--- src/design/md5_pkg.sv ---
// md5 engine package: types, state encoding, round constants and tables
// no dependencies
package md5_pkg;

  typedef struct packed {
    logic       command;
    logic [7:0] data_byte;
  } in_item_t;

  typedef struct packed {
    logic [31:0] digest_word;
    logic [1:0]  word_index;
    logic        last_word;
  } out_item_t;

  localparam logic CMD_ABSORB = 1'b0;
  localparam logic CMD_FINISH = 1'b1;

  localparam logic [31:0] IV0 = 32'h67452301;
  localparam logic [31:0] IV1 = 32'hefcdab89;
  localparam logic [31:0] IV2 = 32'h98badcfe;
  localparam logic [31:0] IV3 = 32'h10325476;

  localparam logic [7:0] PAD_BYTE = 8'h80;
  localparam logic [5:0] LEN_POS = 6'd56;

  typedef enum logic [2:0] {
    ST_IDLE,
    ST_ROUND,
    ST_FOLD,
    ST_PAD,
    ST_EMIT
  } md5_state_t;

  // byte source for buffer writes
  typedef enum logic [1:0] {
    SRC_DATA,
    SRC_PAD,
    SRC_ZERO,
    SRC_LEN
  } byte_src_t;

  typedef struct packed {
    logic      wr_byte;
    byte_src_t src;
    logic      count_up;
    logic      start_rounds;
    logic      round_step;
    logic      fold;
    logic      reinit;
    logic      save_len;
  } md5_cmd_t;

  typedef struct packed {
    logic [5:0] pos;
    logic [5:0] round;
    logic       in_tail;
  } md5_status_t;

  function automatic logic [31:0] round_const(input logic [5:0] k);
    logic [31:0] t [64];
    t = '{
      32'hd76aa478, 32'he8c7b756, 32'h242070db, 32'hc1bdceee,
      32'hf57c0faf, 32'h4787c62a, 32'ha8304613, 32'hfd469501,
      32'h698098d8, 32'h8b44f7af, 32'hffff5bb1, 32'h895cd7be,
      32'h6b901122, 32'hfd987193, 32'ha679438e, 32'h49b40821,
      32'hf61e2562, 32'hc040b340, 32'h265e5a51, 32'he9b6c7aa,
      32'hd62f105d, 32'h02441453, 32'hd8a1e681, 32'he7d3fbc8,
      32'h21e1cde6, 32'hc33707d6, 32'hf4d50d87, 32'h455a14ed,
      32'ha9e3e905, 32'hfcefa3f8, 32'h676f02d9, 32'h8d2a4c8a,
      32'hfffa3942, 32'h8771f681, 32'h6d9d6122, 32'hfde5380c,
      32'ha4beea44, 32'h4bdecfa9, 32'hf6bb4b60, 32'hbebfbc70,
      32'h289b7ec6, 32'heaa127fa, 32'hd4ef3085, 32'h04881d05,
      32'hd9d4d039, 32'he6db99e5, 32'h1fa27cf8, 32'hc4ac5665,
      32'hf4292244, 32'h432aff97, 32'hab9423a7, 32'hfc93a039,
      32'h655b59c3, 32'h8f0ccc92, 32'hffeff47d, 32'h85845dd1,
      32'h6fa87e4f, 32'hfe2ce6e0, 32'ha3014314, 32'h4e0811a1,
      32'hf7537e82, 32'hbd3af235, 32'h2ad7d2bb, 32'heb86d391
    };
    return t[k];
  endfunction

  function automatic logic [4:0] rot_amount(input logic [5:0] k);
    logic [4:0] r;
    case ({k[5:4], k[1:0]})
      4'b0000: r = 5'd7;
      4'b0001: r = 5'd12;
      4'b0010: r = 5'd17;
      4'b0011: r = 5'd22;
      4'b0100: r = 5'd5;
      4'b0101: r = 5'd9;
      4'b0110: r = 5'd14;
      4'b0111: r = 5'd20;
      4'b1000: r = 5'd4;
      4'b1001: r = 5'd11;
      4'b1010: r = 5'd16;
      4'b1011: r = 5'd23;
      4'b1100: r = 5'd6;
      4'b1101: r = 5'd10;
      4'b1110: r = 5'd15;
      4'b1111: r = 5'd21;
      default: r = 5'd0;
    endcase
    return r;
  endfunction

  // message word index per round
  function automatic logic [3:0] msg_index(input logic [5:0] k);
    logic [3:0] g;
    case (k[5:4])
      2'd0: g = k[3:0];
      2'd1: g = 4'(({2'b0, k} * 8'd5) + 8'd1);
      2'd2: g = 4'(({2'b0, k} * 8'd3) + 8'd5);
      2'd3: g = 4'({2'b0, k} * 8'd7);
      default: g = 4'd0;
    endcase
    return g;
  endfunction

endpackage

--- src/design/md5_ctrl.sv ---
// md5 engine controller: sequences absorb, padding, rounds and digest emission
// depends on md5_pkg
module md5_ctrl (
  input  logic                clk,
  input  logic                rst,
  input  logic                in_valid,
  input  md5_pkg::in_item_t   in_data,
  output logic                in_stall,
  output logic                out_valid,
  input  logic                out_stall,
  output logic [1:0]          emit_index,
  output md5_pkg::md5_cmd_t   cmd,
  input  md5_pkg::md5_status_t stat
);

  md5_pkg::md5_state_t state, state_next;
  logic finishing, finishing_next;
  logic [1:0] emit_index_next;
  logic in_acc;

  assign in_acc = in_valid && !in_stall;

  always_ff @(posedge clk) begin
    if (rst) begin
      state      <= md5_pkg::ST_IDLE;
      finishing  <= 1'b0;
      emit_index <= '0;
    end else begin
      state      <= state_next;
      finishing  <= finishing_next;
      emit_index <= emit_index_next;
    end
  end

  always_comb begin
    state_next      = state;
    finishing_next  = finishing;
    emit_index_next = emit_index;
    case (state)
      md5_pkg::ST_IDLE: begin
        if (in_acc) begin
          if (in_data.command == md5_pkg::CMD_FINISH) begin
            finishing_next = 1'b1;
            state_next = (stat.pos == 6'd63) ? md5_pkg::ST_ROUND : md5_pkg::ST_PAD;
          end else if (stat.pos == 6'd63) begin
            state_next = md5_pkg::ST_ROUND;
          end
        end
      end
      md5_pkg::ST_PAD: begin
        if (stat.pos == 6'd63) state_next = md5_pkg::ST_ROUND;
      end
      md5_pkg::ST_ROUND: begin
        if (stat.round == 6'd63) state_next = md5_pkg::ST_FOLD;
      end
      md5_pkg::ST_FOLD: begin
        if (!finishing) state_next = md5_pkg::ST_IDLE;
        else if (stat.in_tail) state_next = md5_pkg::ST_EMIT;
        else state_next = md5_pkg::ST_PAD;
      end
      md5_pkg::ST_EMIT: begin
        if (!out_stall) begin
          emit_index_next = emit_index + 2'd1;
          if (emit_index == 2'd3) begin
            state_next = md5_pkg::ST_IDLE;
            finishing_next = 1'b0;
          end
        end
      end
      default: state_next = md5_pkg::ST_IDLE;
    endcase
  end

  always_comb begin
    cmd       = '0;
    cmd.src   = md5_pkg::SRC_DATA;
    in_stall  = 1'b1;
    out_valid = 1'b0;
    case (state)
      md5_pkg::ST_IDLE: begin
        in_stall = 1'b0;
        if (in_acc) begin
          cmd.wr_byte = 1'b1;
          if (in_data.command == md5_pkg::CMD_FINISH) begin
            cmd.src = md5_pkg::SRC_PAD;
            cmd.save_len = 1'b1;
          end else begin
            cmd.count_up = 1'b1;
          end
          cmd.start_rounds = (stat.pos == 6'd63);
        end
      end
      md5_pkg::ST_PAD: begin
        cmd.wr_byte = 1'b1;
        // length bytes only in the block that carries the tail
        cmd.src = (stat.in_tail && stat.pos >= md5_pkg::LEN_POS) ?
                  md5_pkg::SRC_LEN : md5_pkg::SRC_ZERO;
        cmd.start_rounds = (stat.pos == 6'd63);
      end
      md5_pkg::ST_ROUND: cmd.round_step = 1'b1;
      md5_pkg::ST_FOLD:  cmd.fold = 1'b1;
      md5_pkg::ST_EMIT: begin
        out_valid = 1'b1;
        cmd.reinit = !out_stall && (emit_index == 2'd3);
      end
      default: ;
    endcase
  end

  // a byte write never coincides with a round
  assert property (@(posedge clk) disable iff (rst) !(cmd.wr_byte && cmd.round_step))
    else $error("byte write during compression");
  // emission only happens while finishing
  assert property (@(posedge clk) disable iff (rst) out_valid |-> finishing)
    else $error("digest emitted outside finish");
  // a stalled digest word keeps its index
  assert property (@(posedge clk) disable iff (rst) (out_valid && out_stall) |=> $stable(emit_index))
    else $error("digest index moved under stall");

endmodule

--- src/design/md5_datapath.sv ---
// md5 engine datapath: block buffer, bit count, round unit and chaining words
// depends on md5_pkg
module md5_datapath (
  input  logic                 clk,
  input  logic                 rst,
  input  md5_pkg::in_item_t    in_data,
  input  md5_pkg::md5_cmd_t    cmd,
  input  logic [1:0]           emit_index,
  output md5_pkg::md5_status_t stat,
  output md5_pkg::out_item_t   out_data
);

  // block held as 16 little-endian message words, written one byte lane at a time
  logic [31:0] buffer [16];
  logic [63:0] bit_count;
  logic [63:0] saved_len;
  logic [5:0]  pos;
  logic [5:0]  round;
  logic        in_tail;
  logic [31:0] h [4];
  logic [31:0] wa, wb, wc, wd;
  logic [7:0]  wr_val;
  logic [31:0] m_word, f_val, sum, rot;
  logic [4:0]  s;
  logic [2:0]  len_sel;

  assign len_sel = pos[2:0];

  always_comb begin
    case (cmd.src)
      md5_pkg::SRC_DATA: wr_val = in_data.data_byte;
      md5_pkg::SRC_PAD:  wr_val = md5_pkg::PAD_BYTE;
      md5_pkg::SRC_LEN:  wr_val = saved_len[{len_sel, 3'b000} +: 8];
      default:           wr_val = 8'h00;
    endcase
  end

  // round function
  always_comb begin
    s = md5_pkg::rot_amount(round);
    case (round[5:4])
      2'd0: f_val = (wb & wc) | (~wb & wd);
      2'd1: f_val = (wb & wd) | (wc & ~wd);
      2'd2: f_val = wb ^ wc ^ wd;
      default: f_val = wc ^ (wb | ~wd);
    endcase
    sum = f_val + wa + md5_pkg::round_const(round) + m_word;
    rot = (sum << s) | (sum >> (6'd32 - {1'b0, s}));
  end

  always_ff @(posedge clk) begin
    if (cmd.wr_byte) buffer[pos[5:2]][{pos[1:0], 3'b000} +: 8] <= wr_val;
    if (cmd.save_len) saved_len <= bit_count;
    // message word registered in the cycle before the round that uses it
    if (cmd.start_rounds) m_word <= buffer[md5_pkg::msg_index(6'd0)];
    else if (cmd.round_step) m_word <= buffer[md5_pkg::msg_index(round + 6'd1)];
    if (cmd.start_rounds) begin
      wa <= h[0]; wb <= h[1]; wc <= h[2]; wd <= h[3];
    end else if (cmd.round_step) begin
      wa <= wd; wd <= wc; wc <= wb; wb <= wb + rot;
    end
  end

  always_ff @(posedge clk) begin
    if (rst || cmd.reinit) begin
      bit_count <= '0;
      pos <= '0;
      round <= '0;
      in_tail <= 1'b0;
      h[0] <= md5_pkg::IV0; h[1] <= md5_pkg::IV1;
      h[2] <= md5_pkg::IV2; h[3] <= md5_pkg::IV3;
    end else begin
      if (cmd.wr_byte) begin
        pos <= pos + 6'd1;
        if (cmd.src == md5_pkg::SRC_PAD) in_tail <= (pos < md5_pkg::LEN_POS);
      end
      if (cmd.count_up) bit_count <= bit_count + 64'd8;
      if (cmd.round_step) round <= round + 6'd1;
      if (cmd.fold) begin
        in_tail <= 1'b1;
        h[0] <= h[0] + wa; h[1] <= h[1] + wb;
        h[2] <= h[2] + wc; h[3] <= h[3] + wd;
      end
    end
  end

  // in_tail marks that the length lands in the block now being compressed
  assign stat.pos = pos;
  assign stat.round = round;
  assign stat.in_tail = in_tail;

  assign out_data.digest_word = h[emit_index];
  assign out_data.word_index  = emit_index;
  assign out_data.last_word   = (emit_index == 2'd3);

endmodule

--- src/design/md5_hash_engine_core.sv ---
// md5 hash engine top level: controller and datapath
// depends on md5_pkg, md5_ctrl, md5_datapath
// absorb: a byte that fills a block starts a compression of 64 rounds and a fold
// finish: pad bytes one per cycle, one or two compressions, then 4 digest words
// input: stalled outside idle, so a new byte waits while the single shared round unit compresses a block
// reset: synchronous, restores the initial chaining words and clears the bit count
module md5_hash_engine_core (
  input  logic               clk,
  input  logic               rst,
  input  logic               in_valid,
  output logic               in_stall,
  input  md5_pkg::in_item_t  in_data,
  output logic               out_valid,
  input  logic               out_stall,
  output md5_pkg::out_item_t out_data
);

  md5_pkg::md5_cmd_t    cmd;
  md5_pkg::md5_status_t stat;
  logic [1:0]           emit_index;

  // sequencing of every transaction
  md5_ctrl u_ctrl (
    .clk, .rst, .in_valid, .in_data, .in_stall, .out_valid, .out_stall,
    .emit_index, .cmd, .stat
  );

  // storage and round arithmetic
  md5_datapath u_dp (
    .clk, .rst, .in_data, .cmd, .emit_index, .stat, .out_data
  );

endmodule

--- config.mk ---
export PLATFORM = sky130hd
export DESIGN_NAME = md5_hash_engine_core
export DESIGN_NICKNAME = d
export VERILOG_FILES = /design/src/design/md5_pkg.sv /design/src/design/md5_ctrl.sv /design/src/design/md5_datapath.sv /design/src/design/md5_hash_engine_core.sv
export SDC_FILE = /design/constraint.sdc
export NUM_CORES = 2
export LEC_CHECK = 0
export BUFFER_PORTS_ARGS = -buffer_cell sky130_fd_sc_hd__buf_2
export CAP_MARGIN = 10
export CORE_ASPECT_RATIO = 1.75
export CORE_MARGIN = 2
export CORE_UTILIZATION = 60
export CTS_BUF_LIST = sky130_fd_sc_hd__clkbuf_2
export DETAILED_ROUTE_END_ITERATION = 16
export MAX_ROUTING_LAYER = met4
export PLACE_DENSITY = 0.76
export SLEW_MARGIN = 25
export SYNTH_ARGS = -nofsm -noshare
export SYNTH_HDL_FRONTEND = slang
export SYNTH_SLANG_ARGS = --single-unit
export TNS_END_PERCENT = 50
--- constraint.sdc ---
create_clock -name clk -period 16.74 [get_ports clk]
set_input_delay 1.674 -clock clk [delete_from_list [all_inputs] [get_ports clk]]
set_output_delay 1.674 -clock clk [all_outputs]
set_load 0.005 [all_outputs]
Word level (Yosys, flattened, before mapping)

Memory sizes are Yosys's and may differ from the RTL's. A register that Yosys moved wholly into a read port is not among the register bits.
Index checks and enable logic that the tools add are counted.

$add $sub $neg: 16
Multipliers: 3
Shifts and indexed selects: 5
Bitwise logic cells: 19
Equal/unequal tests: 19
Order comparisons: 3
Divide/modulo/power cells: 0
Multiplexer cells: 65
Reduce and logical (&&, ||, !) cells: 17

Operator list:

| kind                                                  | count |
|---|---|
| 2-to-1 mux 32 bit                                     | 17 |
| adder 32 bit                                          | 8 |
| bitwise AND 32 bit                                    | 4 |
| OR 32 bit                                             | 4 |
| case mux 32 bit (3 select lines)                      | 1 |
| bitwise XOR 32 bit                                    | 3 |
| adder 64 x 4 -> 64 bit (second input constant)        | 1 |
| NOT 32 bit                                            | 2 |
| indexed part select 64 x 7 -> 8 bit                   | 1 |
| variable shift 8 x 7 -> 32 bit (first input constant) | 1 |
| indexed part select 8 x 7 -> 32 bit                   | 1 |
| << shifter 32 x 5 -> 32 bit                           | 1 |
| >> shifter 32 x 6 -> 32 bit                           | 1 |
| 2-to-1 mux 1 bit                                      | 25 |
| 2-to-1 mux 3 bit                                      | 8 |
| case mux 8 bit (3 select lines)                       | 1 |
| 2-to-1 mux 4 bit                                      | 4 |
| case mux 4 bit (4 select lines)                       | 1 |
| case mux 3 bit (5 select lines)                       | 1 |
| adder 6 x 1 -> 6 bit (second input constant)          | 2 |
| equality test 6 bit (second input constant)           | 2 |
| multiplier 6 x 3 -> 4 bit (second input constant)     | 2 |
| equality test 2 bit (second input constant)           | 5 |
| nonzero test 2 bit                                    | 4 |
| other kinds (30)                                      | 47 |

Memory bits (read-only): 2128
Flip-flop bits (word level): 307
Bits in latches: 0
Logic and storage cells: 164
Memory bits (writable): 640
Bits of input ports: 13
Memories: 4

Memory list:

| memory          | depth | bits a word | rd ports | clocked after memory_dff | write ports | line               | RTL |
|---|---|---|---|---|---|---|---|
| (no name shown) | 64    | 32          | 1        | 0                        | 0           | md5_pkg.sv:80      | `return t[k];` |
| u_dp.buffer     | 16    | 32          | 2        | 0                        | 1           | md5_datapath.sv:14 | `logic [31:0] buffer [16];` |
| u_dp.h          | 4     | 32          | 5        | 1                        | 4           | md5_datapath.sv:20 | `logic [31:0] h [4];` |
| (no name shown) | 16    | 5           | 1        | 1                        | 0           | md5_pkg.sv:85      | `case ({k[5:4], k[1:0]})` |

Longest topological paths before layout

Depth in word-level cells: 12
Mapped depth: 41
Depth with buffers taken out: 38

Hierarchy

A second synthesis with hierarchy kept.

Cell total of the unflattened synthesis: 5095
Area, all modules: 57392.5 µm²

By module, submodules not included:

| module       | sequential area each (µm²) | area an instance (µm²) | cells each | instances |
|---|---|---|---|---|
| md5_datapath | 27436.3                    | 56934.6                | 5035       | 1 |
| md5_ctrl     | 120.1                      | 457.9                  | 60         | 1 |

Worst setup path after synthesis

No wires, ideal clock.

Kind: register -> register
Start point: register u_dp.round[1]
End point: register u_dp.wb[31], data pin
Setup slack: 8007 ps
Data arrival time: 8598 ps
Setup time: 135 ps
Stages on the path, launching flop included: 38
Required time: 16605 ps
Period minus slack after synthesis: 8733 ps
Cells stage by stage: dfxtp_1 -> inv_1 -> clkbuf_1 -> ha_1 -> buf_2 -> buf_1 -> nand2_1 -> nand3_1 -> mux4_2 -> fa_1 -> inv_1 -> fa_1 -> inv_1 -> ha_1 -> fa_1 -> a211oi_1 -> o211ai_2 -> nand4_1 -> (+2 left out) -> o21ai_1 -> xnor2_2 -> mux2_2 -> a221o_1 -> mux2i_1 -> o221ai_1 -> ha_1 -> a21oi_1 -> nor2b_1 -> a31oi_1 -> a21oi_2 -> a311oi_1 -> a2111oi_0 -> o31a_1 -> a221oi_1 -> nand3_1 -> a2111o_1 -> nand3_1

Longest elaborated chain between the ends: 11
Elaborated cells between the ends (all ways): 12
Those cells by class: add/sub: 3; shift: 2; mux: 4; bitwise: 2; memory: 1

RTL lines:

| what                                                                              | line               | RTL |
|---|---|---|
| start, declared                                                                   | md5_datapath.sv:18 | `logic [5:0] round;` |
| start signal, assigned                                                            | md5_datapath.sv:78 | `if (cmd.round_step) round <= round + 6'd1;` |
| NOT 6 -> 7 bit (implied by the code) *                                            | md5_pkg.sv:80      |  |
| memory (64 x 32 bit) *                                                            | n/a                |  |
| 2-to-1 mux 32 bit (implied by the code) * (2 in a row)                            | md5_pkg.sv:80      |  |
| adder 32 bit * (2 in a row)                                                       | md5_datapath.sv:47 | `sum = f_val + wa + md5_pkg::round_const(round) + m_word;` |
| >> shifter 32 x 6 -> 32 bit / << shifter 32 x 5 -> 32 bit (equally long branches) | md5_datapath.sv:48 | `rot = (sum << s) \| (sum >> (6'd32 - {1'b0, s}));` |
| OR 32 bit *                                                                       | md5_datapath.sv:48 |  |
| adder 32 bit *                                                                    | md5_datapath.sv:60 | `wa <= wd; wd <= wc; wc <= wb; wb <= wb + rot;` |
| 2-to-1 mux 32 bit *                                                               | md5_datapath.sv:59 | `end else if (cmd.round_step) begin` |
| 2-to-1 mux 32 bit *                                                               | md5_datapath.sv:57 | `if (cmd.start_rounds) begin` |
| end signal, assigned                                                              | md5_datapath.sv:58 | `wa <= h[0]; wb <= h[1]; wc <= h[2]; wd <= h[3];` |
| end signal, assigned                                                              | md5_datapath.sv:60 |  |
| end, declared                                                                     | md5_datapath.sv:21 | `logic [31:0] wa, wb, wc, wd;` |

Mark *: on every way between the ends. The rest lies on a longest branch, timed or not. The select of a mux whose other input is x is not followed.
A chain may end at the register's enable or synchronous reset.

Worst setup path in the final report

Ends and elaborated chain as after synthesis.

==> results.md <==
- WL/cell: 28.5 um
- Area Growth Syn to Fin: 5.77%
- Post-synthesis area per instance: 10.9 sq um
- DR pass1 iterations: 6
- Maximum vdd drop: 0.000172 V
- Max Clk Rate: 84.6 MHz
- Final setup TNS: 0 ps
- Top cell family by delay on the critical path: compound AO/OA/AOI/OAI gates
- Data arrival, critical path: 13260 ps
- Levels on crit path: 35
- Number of nets in the layout: 5624
- CTS tree: done
- Total gr overflow: 0
- DRT iter0 DRCs: 3909
- Final Max Tran Viols: 0
- Data required, critical path: 18180 ps
- Status: complete, no violations
- Vias in the first global route: 44200
- Startpoint types: flip-flop
- YS warnings: 0
- Total I/O pin count: 50
- Fraction of registers with async set/reset: 0
- Most used cell, CP: inv_1
- Power density over the cells: 219 nW/um^2
- Die ar.: 98600 sq um
- Post-synth top flop: edfxtp_1
- Num Clock Sinks: 948
- DR vias: 44600
- CTS resizes: 0
- Final hold slack: 471 ps
- Synthesized Nets: 5565
- Mapped cell area: 57600 sq um
- Setup Fix Bufs, Post-CTS: 0
- Depth of the most critical reg-to-reg path: 35
- Tmin final: 11820 ps
- Worst-margin pin slew: 1190 ps
- Clock Skew: 172 ps
- Placer Congestion: 1.06
- Rows: 150
- Hold Path Cell Cnt: 0
- Clock transition at the registers of the reported paths: 110 ps
- Worst min path class: reg2reg
- Slew Limit Headroom: 0.208
- Routed wire length: 191000 um
- Post-DP HPWL: 139000 um
- Nature of the critical path endpoint: flip-flop
- Yosys reg bits: 948
- Netlist cell types: 108
- First-pass GRT wire length: 280000 um
- Post-CTS Hold Buffers: 0
- Cells after Synth: 5260
- Crit path kind: reg2reg
- Final setup violating endpoints: 0
- Final Cycle Share: 0.706
- Unrepaired setup endpoints after global routing: no
- Root Driver: clkbuf_2
- Setup slack, reg-to-reg: 4920 ps
- Sequential-to-total area share from yosys stat: 0.479
- Overall Global Routing Usage: 0.403
- Slowest stage delay, CP: 970 ps
- Chip width: 238 um
- Fin. Hold Viols: 0
- Max-capacitance violation count: 0
- Initial antenna violation count: 9
- Starting density of the core: 0.604
- Pleak: 0.0227 uW
- Slowest-stage cell, CP: a2111oi_1
- CP Buf/Inv Count: 5
- Clock tree buffer depth: 3
- Post-route ant nets: 0
- Largest net degree at the start of global routing: 99
- Via-to-Cell Ratio: 6.66
- DIE HEIGHT: 414 um
- Clock buffer count from CTS: 208
- CTS H-tree depth: 4
- Core ar.: 95300 sq um
- Fraction of layout cells with a size suffix above 1: 0.150
- PortBufs: 49
- Clk Latency, worst-skew pair: 1720 ps
- Drc violations: 0
- Max FO, Critical Path: 27
- EDFF count, synth: 861
worst register-to-register path, delay by kind of cell, from the launching register on:
family / cells / cell delay, ps
fa+ha+maj: 5 / 2500
buf+inv: 5 / 990
flops: 1 / 310
compound gates: 15 / 5250
simple gates: 10 / 2580
cell usage in the layout (no fill, tap or decap), types with 22 or more instances in the layout:
cell type	netlist	final
or3_1	57	57
buf_4	16	75
mux4_2	201	200
a211oi_1	52	52
o21ai_0	345	345
a21oi_1	299	299
o21a_1	34	34
xor2_1	144	143
o211ai_1	40	40
nand3_1	124	124
clkinv_1	4	55
nand2b_1	41	40
and2_1	29	27
nor2b_1	32	31
dfxtp_1	87	80
a31oi_1	97	96
fa_1	68	68
clkbuf_2	1	293
and3_1	42	42
mux2_2	53	53
o21bai_1	22	22
maj3_1	30	30
buf_2	19	49
nor3_1	88	85
a21o_1	66	65
xnor2_1	116	112
o221a_2	30	30
ha_1	224	224
nand2_1	630	628
nor2_1	490	485
inv_1	261	260
nand4_1	22	22
mux2i_1	88	88
edfxtp_1	861	861
path summary, 6_finish.rpt:
kind	endpoint	from
setup reg to reg	u_dp.wb[31]$_DFFE_PP_	u_dp.round[1]$_SDFFE_PP0P_
hold / removal	u_dp.saved_len[63]$_DFFE_PP_	u_dp.bit_count[63]$_SDFFE_PP0P_
setup / recovery	u_dp.wb[31]$_DFFE_PP_	u_dp.round[1]$_SDFFE_PP0P_
hold reg to reg	u_dp.saved_len[63]$_DFFE_PP_	u_dp.bit_count[63]$_SDFFE_PP0P_
stage by stage:
step / area (sq um) / std cells / power [uW] / setup slack (ps) / utilization
6_report: 60900 / 6705 / 13300 / 4920 / 0.639
3_5_place_dp: 58900 / 6325 / 11600 / 5420 / 0.618
3_3_place_gp: 58900 / 6324 / 11500 / 5550 / 0.618
5_1_grt: 60900 / 6705 / 14100 / 4540 / 0.639
4_1_cts: 60900 / 6697 / 13100 / 5390 / 0.638
2_1_floorplan: 57600 / 5260 / 9150 / 8010 / -
synth_stat cells (30+ instances only):
cell | instances | area [sq um]
o21a_1 | 34 | 255
maj3_1 | 30 | 300
o211ai_1 | 40 | 300
nor2b_1 | 32 | 200
nor2_1 | 490 | 1840
a21oi_1 | 299 | 1500
a211oi_1 | 52 | 390
a31oi_1 | 97 | 607
buf_1 | 42 | 158
a21o_1 | 66 | 495
or3_1 | 57 | 357
mux4_2 | 201 | 4530
and3_1 | 42 | 263
clkbuf_1 | 198 | 743
nor3_1 | 88 | 440
mux2_2 | 53 | 597
nand3_1 | 124 | 621
o21ai_0 | 345 | 1730
ha_1 | 224 | 2800
o221a_2 | 30 | 338
dfxtp_1 | 87 | 1740
xnor2_1 | 116 | 1020
fa_1 | 68 | 1360
nand2_1 | 630 | 2360
mux2i_1 | 88 | 881
xor2_1 | 144 | 1260
inv_1 | 261 | 980
nand2b_1 | 41 | 257
edfxtp_1 | 861 | 25900
layout make-up:
cell class / instances / area [sq um]
Clock inverter: 79 / 475
Multi-Input combinational cell: 3765 / 28000
Inverter: 269 / 1010
Antenna cell: 8 / 20.0
Timing Repair Buffer: 127 / 851
Clock buffer: 293 / 1470
Sequential cell: 948 / 27600
Fill cell: 7629 / 34400
Tap cell: 1216 / 1520
power by group:
group / switching [uW] / internal [uW] / total (uW)
clock network: 972 / 518 / 1490
registers: 208 / 2950 / 3160
logic: 5380 / 3290 / 8670
per-layer routing:
layer / part of all wire / wire, um / vias up / global-route usage
met5: 0 / 0 / - / -
met4: 0.098 / 18800 / 0 / 0.340
met3: 0.072 / 13800 / 856 / 0.0902
met2: 0.51 / 97400 / 2196 / 0.676
met1: 0.32 / 61500 / 21800 / 0.395
li1: - / - / 19800 / -
logic make-up (layout without fill, tap and decap cells):
logic type                 after synthesis  in the layout  synth area share
AOI/OAI and AO/OA                     1212           1212             0.134
muxes                                  345            345             0.106
other                                    0              8                 0
DFF                                    948            948             0.479
and+or+nand+nor                       1623           1623             0.126
buffers and inverters                  547            768            0.0374
xor gates and xnor gates               263            263            0.0404
adders and majority gates              322            322            0.0775
registers in the layout (all words and copies together), names as in the netlist, named ones only:
| signal | flops |
|---|---|
| u_dp.round | 6 |
| u_dp.wb | 32 |
| u_dp.bit_count | 61 |
| u_dp.wc | 32 |
| u_dp.m_word | 32 |
| u_ctrl.emit_index | 2 |
| u_dp.in_tail | 1 |
| u_dp.pos | 6 |
| u_ctrl.state | 3 |
| u_dp.wd | 32 |
| u_dp.buffer | 512 |
| u_ctrl.finishing | 1 |
| u_dp.s | 5 |
| u_dp.h | 128 |
| u_dp.saved_len | 61 |
| u_dp.wa | 32 |
Power figures use the tool's default switching activity.
